### config.mk
export PLATFORM = sky130hd
export DESIGN_NAME = timestamp_sorted_message_queue
export DESIGN_NICKNAME = d
export VERILOG_FILES = /design/src/sv/tsmq_pkg.sv /design/src/sv/tsmq_ram.sv /design/src/sv/tsmq_ctrl.sv /design/src/sv/tsmq_dp.sv /design/src/sv/timestamp_sorted_message_queue.sv
export SDC_FILE = /design/constraint.sdc
export NUM_CORES = 1
export LEC_CHECK = 0
export BUFFER_PORTS_ARGS = -buffer_cell sky130_fd_sc_hd__buf_2
export CAP_MARGIN = 5
export CORE_UTILIZATION = 25
export DETAILED_ROUTE_END_ITERATION = 10
export GPL_TIMING_DRIVEN = 0
export PLACE_DENSITY = 0.43
export SYNTH_ARGS = -nofsm -noshare
export SYNTH_HDL_FRONTEND = slang
export SYNTH_SLANG_ARGS = --single-unit
export TNS_END_PERCENT = 100
### constraint.sdc
create_clock -name clk -period 6.7 [get_ports clk]
set_input_delay 0 -clock clk [delete_from_list [all_inputs] [get_ports clk]]
set_output_delay 0 -clock clk [all_outputs]
set_load 0.1 [all_outputs]
### src/sv/tsmq_pkg.sv
// shared constants, codes and types of the timestamp sorted message queue
package tsmq_pkg;

  // parameter defaults
  localparam int DEPTH_DEF       = 16;
  localparam int STAMP_BITS_DEF  = 32;
  localparam int SENDER_BITS_DEF = 8;

  // fixed field widths
  localparam int MODE_W   = 3;
  localparam int KIND_W   = 8;
  localparam int POS_W    = 4;
  localparam int FOUND_W  = 4;
  localparam int FILL_W   = 5;
  localparam int STATUS_W = 3;

  typedef logic [MODE_W-1:0]   mode_t;
  typedef logic [STATUS_W-1:0] status_t;

  // request modes
  localparam mode_t MODE_INSERT = 3'd0;
  localparam mode_t MODE_POP    = 3'd1;
  localparam mode_t MODE_PEEK   = 3'd2;
  localparam mode_t MODE_REMOVE = 3'd3;
  localparam mode_t MODE_FIND   = 3'd4;

  // result status codes
  localparam status_t ST_OK        = 3'd0;
  localparam status_t ST_EMPTY     = 3'd1;
  localparam status_t ST_BAD_INDEX = 3'd2;
  localparam status_t ST_FULL      = 3'd3;
  localparam status_t ST_NOT_FOUND = 3'd4;

  // datapath operations issued by the controller
  typedef logic [3:0] dp_op_t;
  localparam dp_op_t DP_NOP     = 4'd0;
  localparam dp_op_t DP_LOAD    = 4'd1;
  localparam dp_op_t DP_PROBE   = 4'd2;
  localparam dp_op_t DP_COMPARE = 4'd3;
  localparam dp_op_t DP_SHUP    = 4'd4;
  localparam dp_op_t DP_PUT     = 4'd5;
  localparam dp_op_t DP_FETCH   = 4'd6;
  localparam dp_op_t DP_TAKE    = 4'd7;
  localparam dp_op_t DP_SHDN    = 4'd8;
  localparam dp_op_t DP_SHRINK  = 4'd9;
  localparam dp_op_t DP_SCAN    = 4'd10;
  localparam dp_op_t DP_EMIT    = 4'd11;

  // status returned from the datapath to the controller
  typedef struct packed {
    mode_t mode;
    logic  fail;
    logic  srch_live;
    logic  srch_hit;
    logic  up_more;
    logic  dn_more;
    logic  scan_end;
    logic  out_free;
  } dp_flags_t;

endpackage

### src/sv/tsmq_ram.sv
// generic single write port ram with registered read
module tsmq_ram #(
  parameter int WIDTH = 8,
  parameter int DEPTH = 16
) (
  input  logic                     clk,
  input  logic                     we,
  input  logic [$clog2(DEPTH)-1:0] waddr,
  input  logic [WIDTH-1:0]         wdata,
  input  logic [$clog2(DEPTH)-1:0] raddr,
  output logic [WIDTH-1:0]         rdata
);

  logic [WIDTH-1:0] mem [DEPTH];
  logic [WIDTH-1:0] rdata_r;

  always_ff @(posedge clk) begin
    if (we) begin
      mem[waddr] <= wdata;
    end
    rdata_r <= mem[raddr];
  end

  assign rdata = rdata_r;

endmodule

### src/sv/tsmq_ctrl.sv
// controller state machine of the message queue
module tsmq_ctrl
  import tsmq_pkg::*;
(
  input  logic      clk,
  input  logic      rst_n,
  input  logic      in_valid,
  output logic      in_stall,
  input  dp_flags_t flags,
  output dp_op_t    op
);

  localparam logic [3:0] S_IDLE     = 4'd0;
  localparam logic [3:0] S_DISPATCH = 4'd1;
  localparam logic [3:0] S_SRCH     = 4'd2;
  localparam logic [3:0] S_CMP      = 4'd3;
  localparam logic [3:0] S_SHUP     = 4'd4;
  localparam logic [3:0] S_PUT      = 4'd5;
  localparam logic [3:0] S_FETCH    = 4'd6;
  localparam logic [3:0] S_TAKE     = 4'd7;
  localparam logic [3:0] S_SHDN     = 4'd8;
  localparam logic [3:0] S_SHRINK   = 4'd9;
  localparam logic [3:0] S_SCAN     = 4'd10;
  localparam logic [3:0] S_EMIT     = 4'd11;

  logic [3:0] state_r;
  logic [3:0] state_nxt;

  assign in_stall = (state_r != S_IDLE);

  always_comb begin
    state_nxt = state_r;
    op        = DP_NOP;
    case (state_r)
      S_IDLE: begin
        if (in_valid) begin
          op        = DP_LOAD;
          state_nxt = S_DISPATCH;
        end
      end
      S_DISPATCH: begin
        case (flags.mode)
          MODE_INSERT: state_nxt = flags.fail ? S_EMIT : S_SRCH;
          MODE_POP, MODE_PEEK, MODE_REMOVE: state_nxt = flags.fail ? S_EMIT : S_FETCH;
          MODE_FIND: state_nxt = S_SCAN;
          default: state_nxt = S_EMIT;
        endcase
      end
      S_SRCH: begin
        if (flags.srch_live) begin
          op        = DP_PROBE;
          state_nxt = S_CMP;
        end else begin
          state_nxt = S_SHUP;
        end
      end
      S_CMP: begin
        op        = DP_COMPARE;
        state_nxt = flags.srch_hit ? S_SHUP : S_SRCH;
      end
      S_SHUP: begin
        op = DP_SHUP;
        if (!flags.up_more) begin
          state_nxt = S_PUT;
        end
      end
      S_PUT: begin
        op        = DP_PUT;
        state_nxt = S_EMIT;
      end
      S_FETCH: begin
        op        = DP_FETCH;
        state_nxt = S_TAKE;
      end
      S_TAKE: begin
        op        = DP_TAKE;
        state_nxt = (flags.mode == MODE_PEEK) ? S_EMIT : S_SHDN;
      end
      S_SHDN: begin
        op = DP_SHDN;
        if (!flags.dn_more) begin
          state_nxt = S_SHRINK;
        end
      end
      S_SHRINK: begin
        op        = DP_SHRINK;
        state_nxt = S_EMIT;
      end
      S_SCAN: begin
        op = DP_SCAN;
        if (flags.scan_end) begin
          state_nxt = S_EMIT;
        end
      end
      S_EMIT: begin
        if (flags.out_free) begin
          op        = DP_EMIT;
          state_nxt = S_IDLE;
        end
      end
      default: state_nxt = S_IDLE;
    endcase
  end

  always_ff @(posedge clk) begin
    if (!rst_n) begin
      state_r <= S_IDLE;
    end else begin
      state_r <= state_nxt;
    end
  end

endmodule

### src/sv/tsmq_dp.sv
// datapath of the message queue: entry store, search and shift pointers, result register
module tsmq_dp
  import tsmq_pkg::*;
#(
  parameter int DEPTH       = DEPTH_DEF,
  parameter int STAMP_BITS  = STAMP_BITS_DEF,
  parameter int SENDER_BITS = SENDER_BITS_DEF
) (
  input  logic                   clk,
  input  logic                   rst_n,
  input  dp_op_t                 op,
  output dp_flags_t              flags,
  input  mode_t                  in_mode,
  input  logic [STAMP_BITS-1:0]  in_stamp,
  input  logic [SENDER_BITS-1:0] in_sender,
  input  logic [KIND_W-1:0]      in_msg_kind,
  input  logic                   in_ride_flag,
  input  logic [POS_W-1:0]       in_position,
  output logic                   out_valid,
  input  logic                   out_stall,
  output status_t                out_status,
  output logic [STAMP_BITS-1:0]  out_stamp,
  output logic [SENDER_BITS-1:0] out_sender,
  output logic [KIND_W-1:0]      out_kind,
  output logic                   out_ride,
  output logic [FOUND_W-1:0]     out_found_index,
  output logic [FILL_W-1:0]      out_fill_count
);

  localparam int IDX_W = $clog2(DEPTH);
  localparam int CNT_W = $clog2(DEPTH + 1);
  localparam int CW    = (CNT_W > POS_W) ? CNT_W : POS_W;
  localparam int KEY_W = STAMP_BITS + SENDER_BITS;
  localparam int EW    = KEY_W + KIND_W + 1;

  // control state
  logic [CNT_W-1:0] count_r;
  logic             pend_r;
  logic             ov_r;

  // working registers
  mode_t            mode_r;
  logic [EW-1:0]    msg_r;
  logic [CNT_W-1:0] left_r, hi_r, pos_r, mid_r, idx_r, pend_addr_r;
  status_t          st_r;
  logic [EW-1:0]    res_r;
  logic [FOUND_W-1:0] found_r;

  // output register
  status_t            o_status_r;
  logic [EW-1:0]      o_ent_r;
  logic [FOUND_W-1:0] o_found_r;
  logic [FILL_W-1:0]  o_fill_r;

  // store port
  logic             we;
  logic [IDX_W-1:0] waddr, raddr;
  logic [EW-1:0]    wdata, rdata;

  logic [CNT_W:0]   mid_sum;
  logic [CNT_W-1:0] mid, idx_inc, idx_dec;
  logic [KEY_W-1:0] key_new, key_ent;
  logic             key_lt, key_eq, send_match, idx_lt_cnt;

  tsmq_ram #(
    .WIDTH (EW),
    .DEPTH (DEPTH)
  ) u_ram (
    .clk   (clk),
    .we    (we),
    .waddr (waddr),
    .wdata (wdata),
    .raddr (raddr),
    .rdata (rdata)
  );

  // midpoint of [left, hi-1], only used while left < hi
  assign mid_sum = {1'b0, left_r} + {1'b0, hi_r} - 1'b1;
  assign mid     = mid_sum[CNT_W:1];
  assign idx_inc = idx_r + 1'b1;
  assign idx_dec = idx_r - 1'b1;

  assign key_new    = msg_r[EW-1 -: KEY_W];
  assign key_ent    = rdata[EW-1 -: KEY_W];
  assign key_lt     = key_new < key_ent;
  assign key_eq     = key_new == key_ent;
  assign send_match = msg_r[EW-1-STAMP_BITS -: SENDER_BITS] ==
                      rdata[EW-1-STAMP_BITS -: SENDER_BITS];
  assign idx_lt_cnt = idx_r < count_r;

  always_comb begin
    case (op)
      DP_PROBE: raddr = mid[IDX_W-1:0];
      DP_SHUP:  raddr = idx_dec[IDX_W-1:0];
      DP_SHDN:  raddr = idx_inc[IDX_W-1:0];
      default:  raddr = idx_r[IDX_W-1:0];
    endcase
    we    = 1'b0;
    waddr = pend_addr_r[IDX_W-1:0];
    wdata = rdata;
    if ((op == DP_SHUP || op == DP_SHDN) && pend_r) begin
      we = 1'b1;
    end else if (op == DP_PUT) begin
      we    = 1'b1;
      waddr = pos_r[IDX_W-1:0];
      wdata = msg_r;
    end
  end

  always_comb begin
    flags.mode      = mode_r;
    flags.fail      = (st_r != ST_OK);
    flags.srch_live = left_r < hi_r;
    flags.srch_hit  = key_eq;
    flags.up_more   = pend_r || (idx_r > pos_r);
    flags.dn_more   = pend_r || (idx_inc < count_r);
    flags.scan_end  = (pend_r && send_match) || (!pend_r && !idx_lt_cnt);
    flags.out_free  = !ov_r || !out_stall;
  end

  // control state
  always_ff @(posedge clk) begin
    if (!rst_n) begin
      count_r <= '0;
      pend_r  <= 1'b0;
      ov_r    <= 1'b0;
    end else begin
      if (op == DP_EMIT) begin
        ov_r <= 1'b1;
      end else if (ov_r && !out_stall) begin
        ov_r <= 1'b0;
      end
      case (op)
        DP_LOAD:   pend_r  <= 1'b0;
        DP_SHUP:   pend_r  <= idx_r > pos_r;
        DP_PUT:    count_r <= count_r + 1'b1;
        DP_SHDN:   pend_r  <= idx_inc < count_r;
        DP_SHRINK: count_r <= count_r - 1'b1;
        DP_SCAN: begin
          if (!(pend_r && send_match)) begin
            pend_r <= idx_lt_cnt;
          end
        end
        default: ;
      endcase
    end
  end

  // working and output payload
  always_ff @(posedge clk) begin
    case (op)
      DP_LOAD: begin
        mode_r  <= in_mode;
        msg_r   <= {in_stamp, in_sender, in_msg_kind, in_ride_flag};
        res_r   <= '0;
        found_r <= '0;
        left_r  <= '0;
        hi_r    <= count_r;
        pos_r   <= count_r;
        case (in_mode)
          MODE_INSERT: begin
            idx_r <= count_r;
            st_r  <= (count_r == CNT_W'(DEPTH)) ? ST_FULL : ST_OK;
          end
          MODE_POP, MODE_PEEK: begin
            idx_r <= '0;
            st_r  <= (count_r == '0) ? ST_EMPTY : ST_OK;
          end
          MODE_REMOVE: begin
            idx_r <= CNT_W'(in_position);
            st_r  <= (CW'(in_position) >= CW'(count_r)) ? ST_BAD_INDEX : ST_OK;
          end
          MODE_FIND: begin
            idx_r <= '0;
            st_r  <= ST_NOT_FOUND;
          end
          default: begin
            idx_r <= '0;
            st_r  <= ST_OK;
          end
        endcase
      end
      DP_PROBE: mid_r <= mid;
      DP_COMPARE: begin
        if (key_lt) begin
          pos_r <= mid_r;
          hi_r  <= mid_r;
        end else if (!key_eq) begin
          left_r <= mid_r + 1'b1;
        end else begin
          pos_r <= mid_r;
        end
      end
      DP_SHUP: begin
        if (idx_r > pos_r) begin
          pend_addr_r <= idx_r;
          idx_r       <= idx_dec;
        end
      end
      DP_TAKE: res_r <= rdata;
      DP_SHDN: begin
        if (idx_inc < count_r) begin
          pend_addr_r <= idx_r;
          idx_r       <= idx_inc;
        end
      end
      DP_SCAN: begin
        if (pend_r && send_match) begin
          st_r    <= ST_OK;
          found_r <= FOUND_W'(pend_addr_r);
        end else if (idx_lt_cnt) begin
          pend_addr_r <= idx_r;
          idx_r       <= idx_inc;
        end
      end
      DP_EMIT: begin
        o_status_r <= st_r;
        o_ent_r    <= res_r;
        o_found_r  <= found_r;
        o_fill_r   <= FILL_W'(count_r);
      end
      default: ;
    endcase
  end

  assign out_valid       = ov_r;
  assign out_status      = o_status_r;
  assign out_stamp       = o_ent_r[EW-1 -: STAMP_BITS];
  assign out_sender      = o_ent_r[EW-1-STAMP_BITS -: SENDER_BITS];
  assign out_kind        = o_ent_r[KIND_W:1];
  assign out_ride        = o_ent_r[0];
  assign out_found_index = o_found_r;
  assign out_fill_count  = o_fill_r;

endmodule

### src/sv/timestamp_sorted_message_queue.sv
// top level of the timestamp sorted message queue
// Holds up to DEPTH messages in a single RAM, kept in ascending order of
// {stamp, sender}; a new message equal on both keys lands where the binary
// search first hits its equal. One request beat gives exactly one result beat
// with a status and the fill count after the request. Requests are worked one
// at a time; the result sits in an output register, so a new request is taken
// while the previous result still waits on out_stall. Timing is set by the
// RAM's one write and one registered read port, which move one entry a cycle.
// An insert runs a binary search of at most clog2(DEPTH) probes, stopping on
// an equal key, then shifts the entries at and after the insert point up one
// slot and writes the new message; pop and remove read the entry, then shift
// the entries after it down; peek only reads the head; find scans from the
// head until the sender matches or the fill count is reached; a rejected
// request (full, empty, bad index) or an unused mode goes straight to the
// result. The result beat is offered once the request is done, when the next
// request can already be taken, and waits as long as a previous result is
// still stalled. No clearing pass is needed after reset: only slots below the
// fill count are ever read.
module timestamp_sorted_message_queue
  import tsmq_pkg::*;
#(
  parameter int DEPTH       = DEPTH_DEF,
  parameter int STAMP_BITS  = STAMP_BITS_DEF,
  parameter int SENDER_BITS = SENDER_BITS_DEF
) (
  input  logic                   clk,
  input  logic                   rst_n,
  // request beat
  input  logic                   in_valid,
  output logic                   in_stall,
  input  mode_t                  in_mode,
  input  logic [STAMP_BITS-1:0]  in_stamp,
  input  logic [SENDER_BITS-1:0] in_sender,
  input  logic [KIND_W-1:0]      in_msg_kind,
  input  logic                   in_ride_flag,
  input  logic [POS_W-1:0]       in_position,
  // result beat
  output logic                   out_valid,
  input  logic                   out_stall,
  output status_t                out_status,
  output logic [STAMP_BITS-1:0]  out_stamp,
  output logic [SENDER_BITS-1:0] out_sender,
  output logic [KIND_W-1:0]      out_kind,
  output logic                   out_ride,
  output logic [FOUND_W-1:0]     out_found_index,
  output logic [FILL_W-1:0]      out_fill_count
);

  // controller issues one datapath operation per cycle and steers on its flags
  dp_op_t    op;
  dp_flags_t flags;

  tsmq_ctrl u_ctrl (
    .clk      (clk),
    .rst_n    (rst_n),
    .in_valid (in_valid),
    .in_stall (in_stall),
    .flags    (flags),
    .op       (op)
  );

  // store, search pointers, shift engine and output register
  tsmq_dp #(
    .DEPTH       (DEPTH),
    .STAMP_BITS  (STAMP_BITS),
    .SENDER_BITS (SENDER_BITS)
  ) u_dp (
    .clk             (clk),
    .rst_n           (rst_n),
    .op              (op),
    .flags           (flags),
    .in_mode         (in_mode),
    .in_stamp        (in_stamp),
    .in_sender       (in_sender),
    .in_msg_kind     (in_msg_kind),
    .in_ride_flag    (in_ride_flag),
    .in_position     (in_position),
    .out_valid       (out_valid),
    .out_stall       (out_stall),
    .out_status      (out_status),
    .out_stamp       (out_stamp),
    .out_sender      (out_sender),
    .out_kind        (out_kind),
    .out_ride        (out_ride),
    .out_found_index (out_found_index),
    .out_fill_count  (out_fill_count)
  );

endmodule

==> flow_metrics.env <==
export IMPL_synth_edf_count=982
export IMPL_multi_input_area_sq_um=10500
export IMPL_synth_top_cell_area_share=0.700
export IMPL_ys_seq_area_frac=0.729
export IMPL_netlist_instances=3092
export IMPL_hold_path_class="input port to flop"
export IMPL_drv_cap=0
export IMPL_cts_root_buffer="clkbuf_16"
export IMPL_viasPerCell=4.49
export IMPL_tightest_slew_ps=1380
export IMPL_finalCritPeriodShare=0.806
export IMPL_status="finished clean"
export IMPL_clk_latency_ps=720
export IMPL_hold_viol=0
export IMPL_dieArea_sq_um=170000
export IMPL_register_area_sq_um=30700
export IMPL_clkTransAtPathRegs_ps=60
export IMPL_dpl_hpwl_mm=88.4
export IMPL_num_vias=26146
export IMPL_ctsLongestPathBuffers=3
export IMPL_grt_pass1_wl_mm=182
export IMPL_maxSlewHeadroom=0.0795
export IMPL_final_max_slew_viol_count=0
export IMPL_areaGrowthSynthToFinish_pct=22.7
export IMPL_finalClockSkew_ps=22.2
export IMPL_drc=0
export IMPL_cts_resized=0
export IMPL_layout_nets=3654
export IMPL_drt_total_wl_mm=128
export IMPL_wl_met3_mm=5.68
export IMPL_first_global_vias=25852
export IMPL_wl_per_cell_microns=21.9
export IMPL_fillCellCount=16740
export IMPL_ios=123
export IMPL_pre_cts_ws_ps=1370
export IMPL_std_cell_rows=150
export IMPL_crit_family="compound AO/OA/AOI/OAI gates"
export IMPL_cpPeakStageDelay_ps=1130
export IMPL_rsz0062_at_grt="false"
export IMPL_critical_path_arrival_ps=6030
export IMPL_period_minus_slack_ps=5400
export IMPL_crit_type="flop to flop"
export IMPL_cp_slowest_cell="a221oi_2"
export IMPL_antenna_found_initial=9
export IMPL_fp_coreArea_sq_um=167000
export IMPL_top_layer_used="met4"
export IMPL_synth_top_cells_by_area="edfxtp_1, nand2_1, nand3_1"
export IMPL_start_util=0.252
export IMPL_die_w_microns=412
export IMPL_finalSetupViolCount=0
export IMPL_syn_avg_cell_area_sq_um=13.6
export IMPL_htree_levels=3
export IMPL_grt_max_degree=38
export IMPL_fmax_mhz=185
export IMPL_finalWorstSetupSlack_ps=1300
export IMPL_crit_required_ps=7330
export IMPL_tns_ps=0
export IMPL_end_kind="flop"
export IMPL_cts_setup_buffers=0
export IMPL_yosysTopAreaCell="edfxtp_1"
export IMPL_ys_warn_count=0
export IMPL_synth_seq_cells=1042
export IMPL_path_buf_inv=5
export IMPL_startpoint_type="flop"
export IMPL_synth_cell_types=73
export IMPL_die_h_microns=412
export IMPL_netlist_area_sq_um=42100
export IMPL_first_pass_iters=5
export IMPL_ant_nets=0
export IMPL_cts_hold_buf=105
export IMPL_grt_usage=0.148
export IMPL_ys_flop_type="edfxtp_1"
export IMPL_cts_sinks=1042
export IMPL_first_iter_violations=1991
export IMPL_globalplace_congestion=0.776
export IMPL_path_cells="inv_1 > ha_1 > buf_2 > inv_1 > a31oi_1 > or2_1 > o31ai_2 > a211oi_2 > a221oi_2 > clkbuf_1 > buf_2 > nand2_1 > nand3_1 > a32oi_1 > nand3_1"
export IMPL_drive_gt1_frac=0.142
export IMPL_whs_ps=83.9
export IMPL_syn_nets=3231
export IMPL_grt_overflow=0
export IMPL_met2_length_mm=59.1
export IMPL_path_max_fanout=10
export IMPL_numPortBuffers=122
export IMPL_cts_tree="yes"
export IMPL_wl_met1_mm=60.3
export IMPL_cts_made_buffers=118
export IMPL_async_flop_share=0
## routing by layer
metal,global-route usage,up-vias
met2,0.238,601
li1,-,12279
met3,0.0230,142
met1,0.207,13124
met5,0,-
met4,0.0370,0
## Yosys cell counts, types with 3 or more instances
cell type	n
o211a_1	4
nor2_1	56
nand3_1	448
o22ai_1	6
mux2i_1	150
buf_1	15
o211ai_1	3
dfxtp_1	60
o21ai_1	3
xnor2_1	7
and3_1	55
a211oi_1	3
buf_6	10
nor3_1	12
inv_1	81
edfxtp_1	982
a22oi_1	10
a21boi_0	3
ha_1	78
o21a_1	7
a32oi_1	51
mux2_2	15
buf_2	69
a21o_1	12
nor2b_1	12
clkbuf_1	72
nand2_1	666
a31oi_1	10
and2_1	6
o21ai_0	67
or3_1	5
xor2_1	10
nand2b_1	12
nand4_1	9
a21oi_1	29
o31a_1	3
## through the flow
stage                     cell area [sq um]  std cells  utilization
after CTS                             51700       5822        0.309
after detailed placement              46700       5493        0.279
after floorplan                       42100       3092            -
final                                 51700       5824        0.309
after global placement                45500       5418        0.272
after global routing                  51700       5823        0.309
## layout by cell type, fill, tap and decap left out, drive strengths merged, types with 4 or more instances in the layout
cell type,n
o22ai,6
a31oi,10
o21ai,71
mux2,15
xor2,10
buf,294
xnor2,7
nand4,10
a21o,12
ha,78
nor2,56
dlygate4sd3,105
a22oi,10
mux2i,150
nand2,666
and3,55
and2,6
or3,5
nor3,12
nor2b,12
inv,86
bufinv,8
nand3,448
a32oi,51
o211a,4
a21oi,31
a211oi,4
clkbuf,248
edfxtp,982
dfxtp,60
nand2b,12
o21a,7
clkinv,36
## worst reg2reg max path: stages, from the launching register on
cell and delay, ps:
dfxtp_1 330, inv_1 90, ha_1 180, buf_2 190
inv_1 220, a31oi_1 200, or2_1 290, o31ai_2 560
a211oi_2 170, a221oi_2 1130, clkbuf_1 900, buf_2 430
nand2_1 90, nand3_1 100, a32oi_1 190, nand3_1 230
## final timing paths
path,slack (ps),end,cells after the start,start
worst min register to register,410,u_dp.o_ent_r[8],0,u_dp.res_r[8]
worst max-delay path,1300,u_dp.u_ram.rdata[46],15,u_ctrl.state_r[3]
worst max register to register,1300,u_dp.u_ram.rdata[46],15,u_ctrl.state_r[3]
worst min-delay path,80,u_dp.msg_r[14],2,in_sender[5]
## kinds of logic after synthesis
group | share of synthesized area
adders and majority gates | 0.0241
xor gates and xnor gates | 0.00353
buffers and inverters | 0.0264
muxes | 0.0397
and+or+nand+nor | 0.137
AOI/OAI and AO/OA | 0.0409
DFF | 0.729
## flip-flops by register name, indices dropped and copies added (netlist names), 49 cells and up
signal            count
u_dp.msg_r           49
u_dp.o_ent_r         49
u_dp.res_r           49
u_dp.u_ram.mem      784
u_dp.u_ram.rdata     49
## layout make-up
class	instances	share of cell area
inverters	83	0.00608
plain buffers	168	0.0155
flip-flops and latches	1042	0.594
multi-input cells	1799	0.202
clock buffers	176	0.0666
well taps	2204	0.0534
repair buffers	303	0.0526
clock inverters	48	0.00915
diodes	1	0.0000484
Power is not shown: default switching activity piles up to over one toggle a cycle in this logic, so the estimate is an artifact.
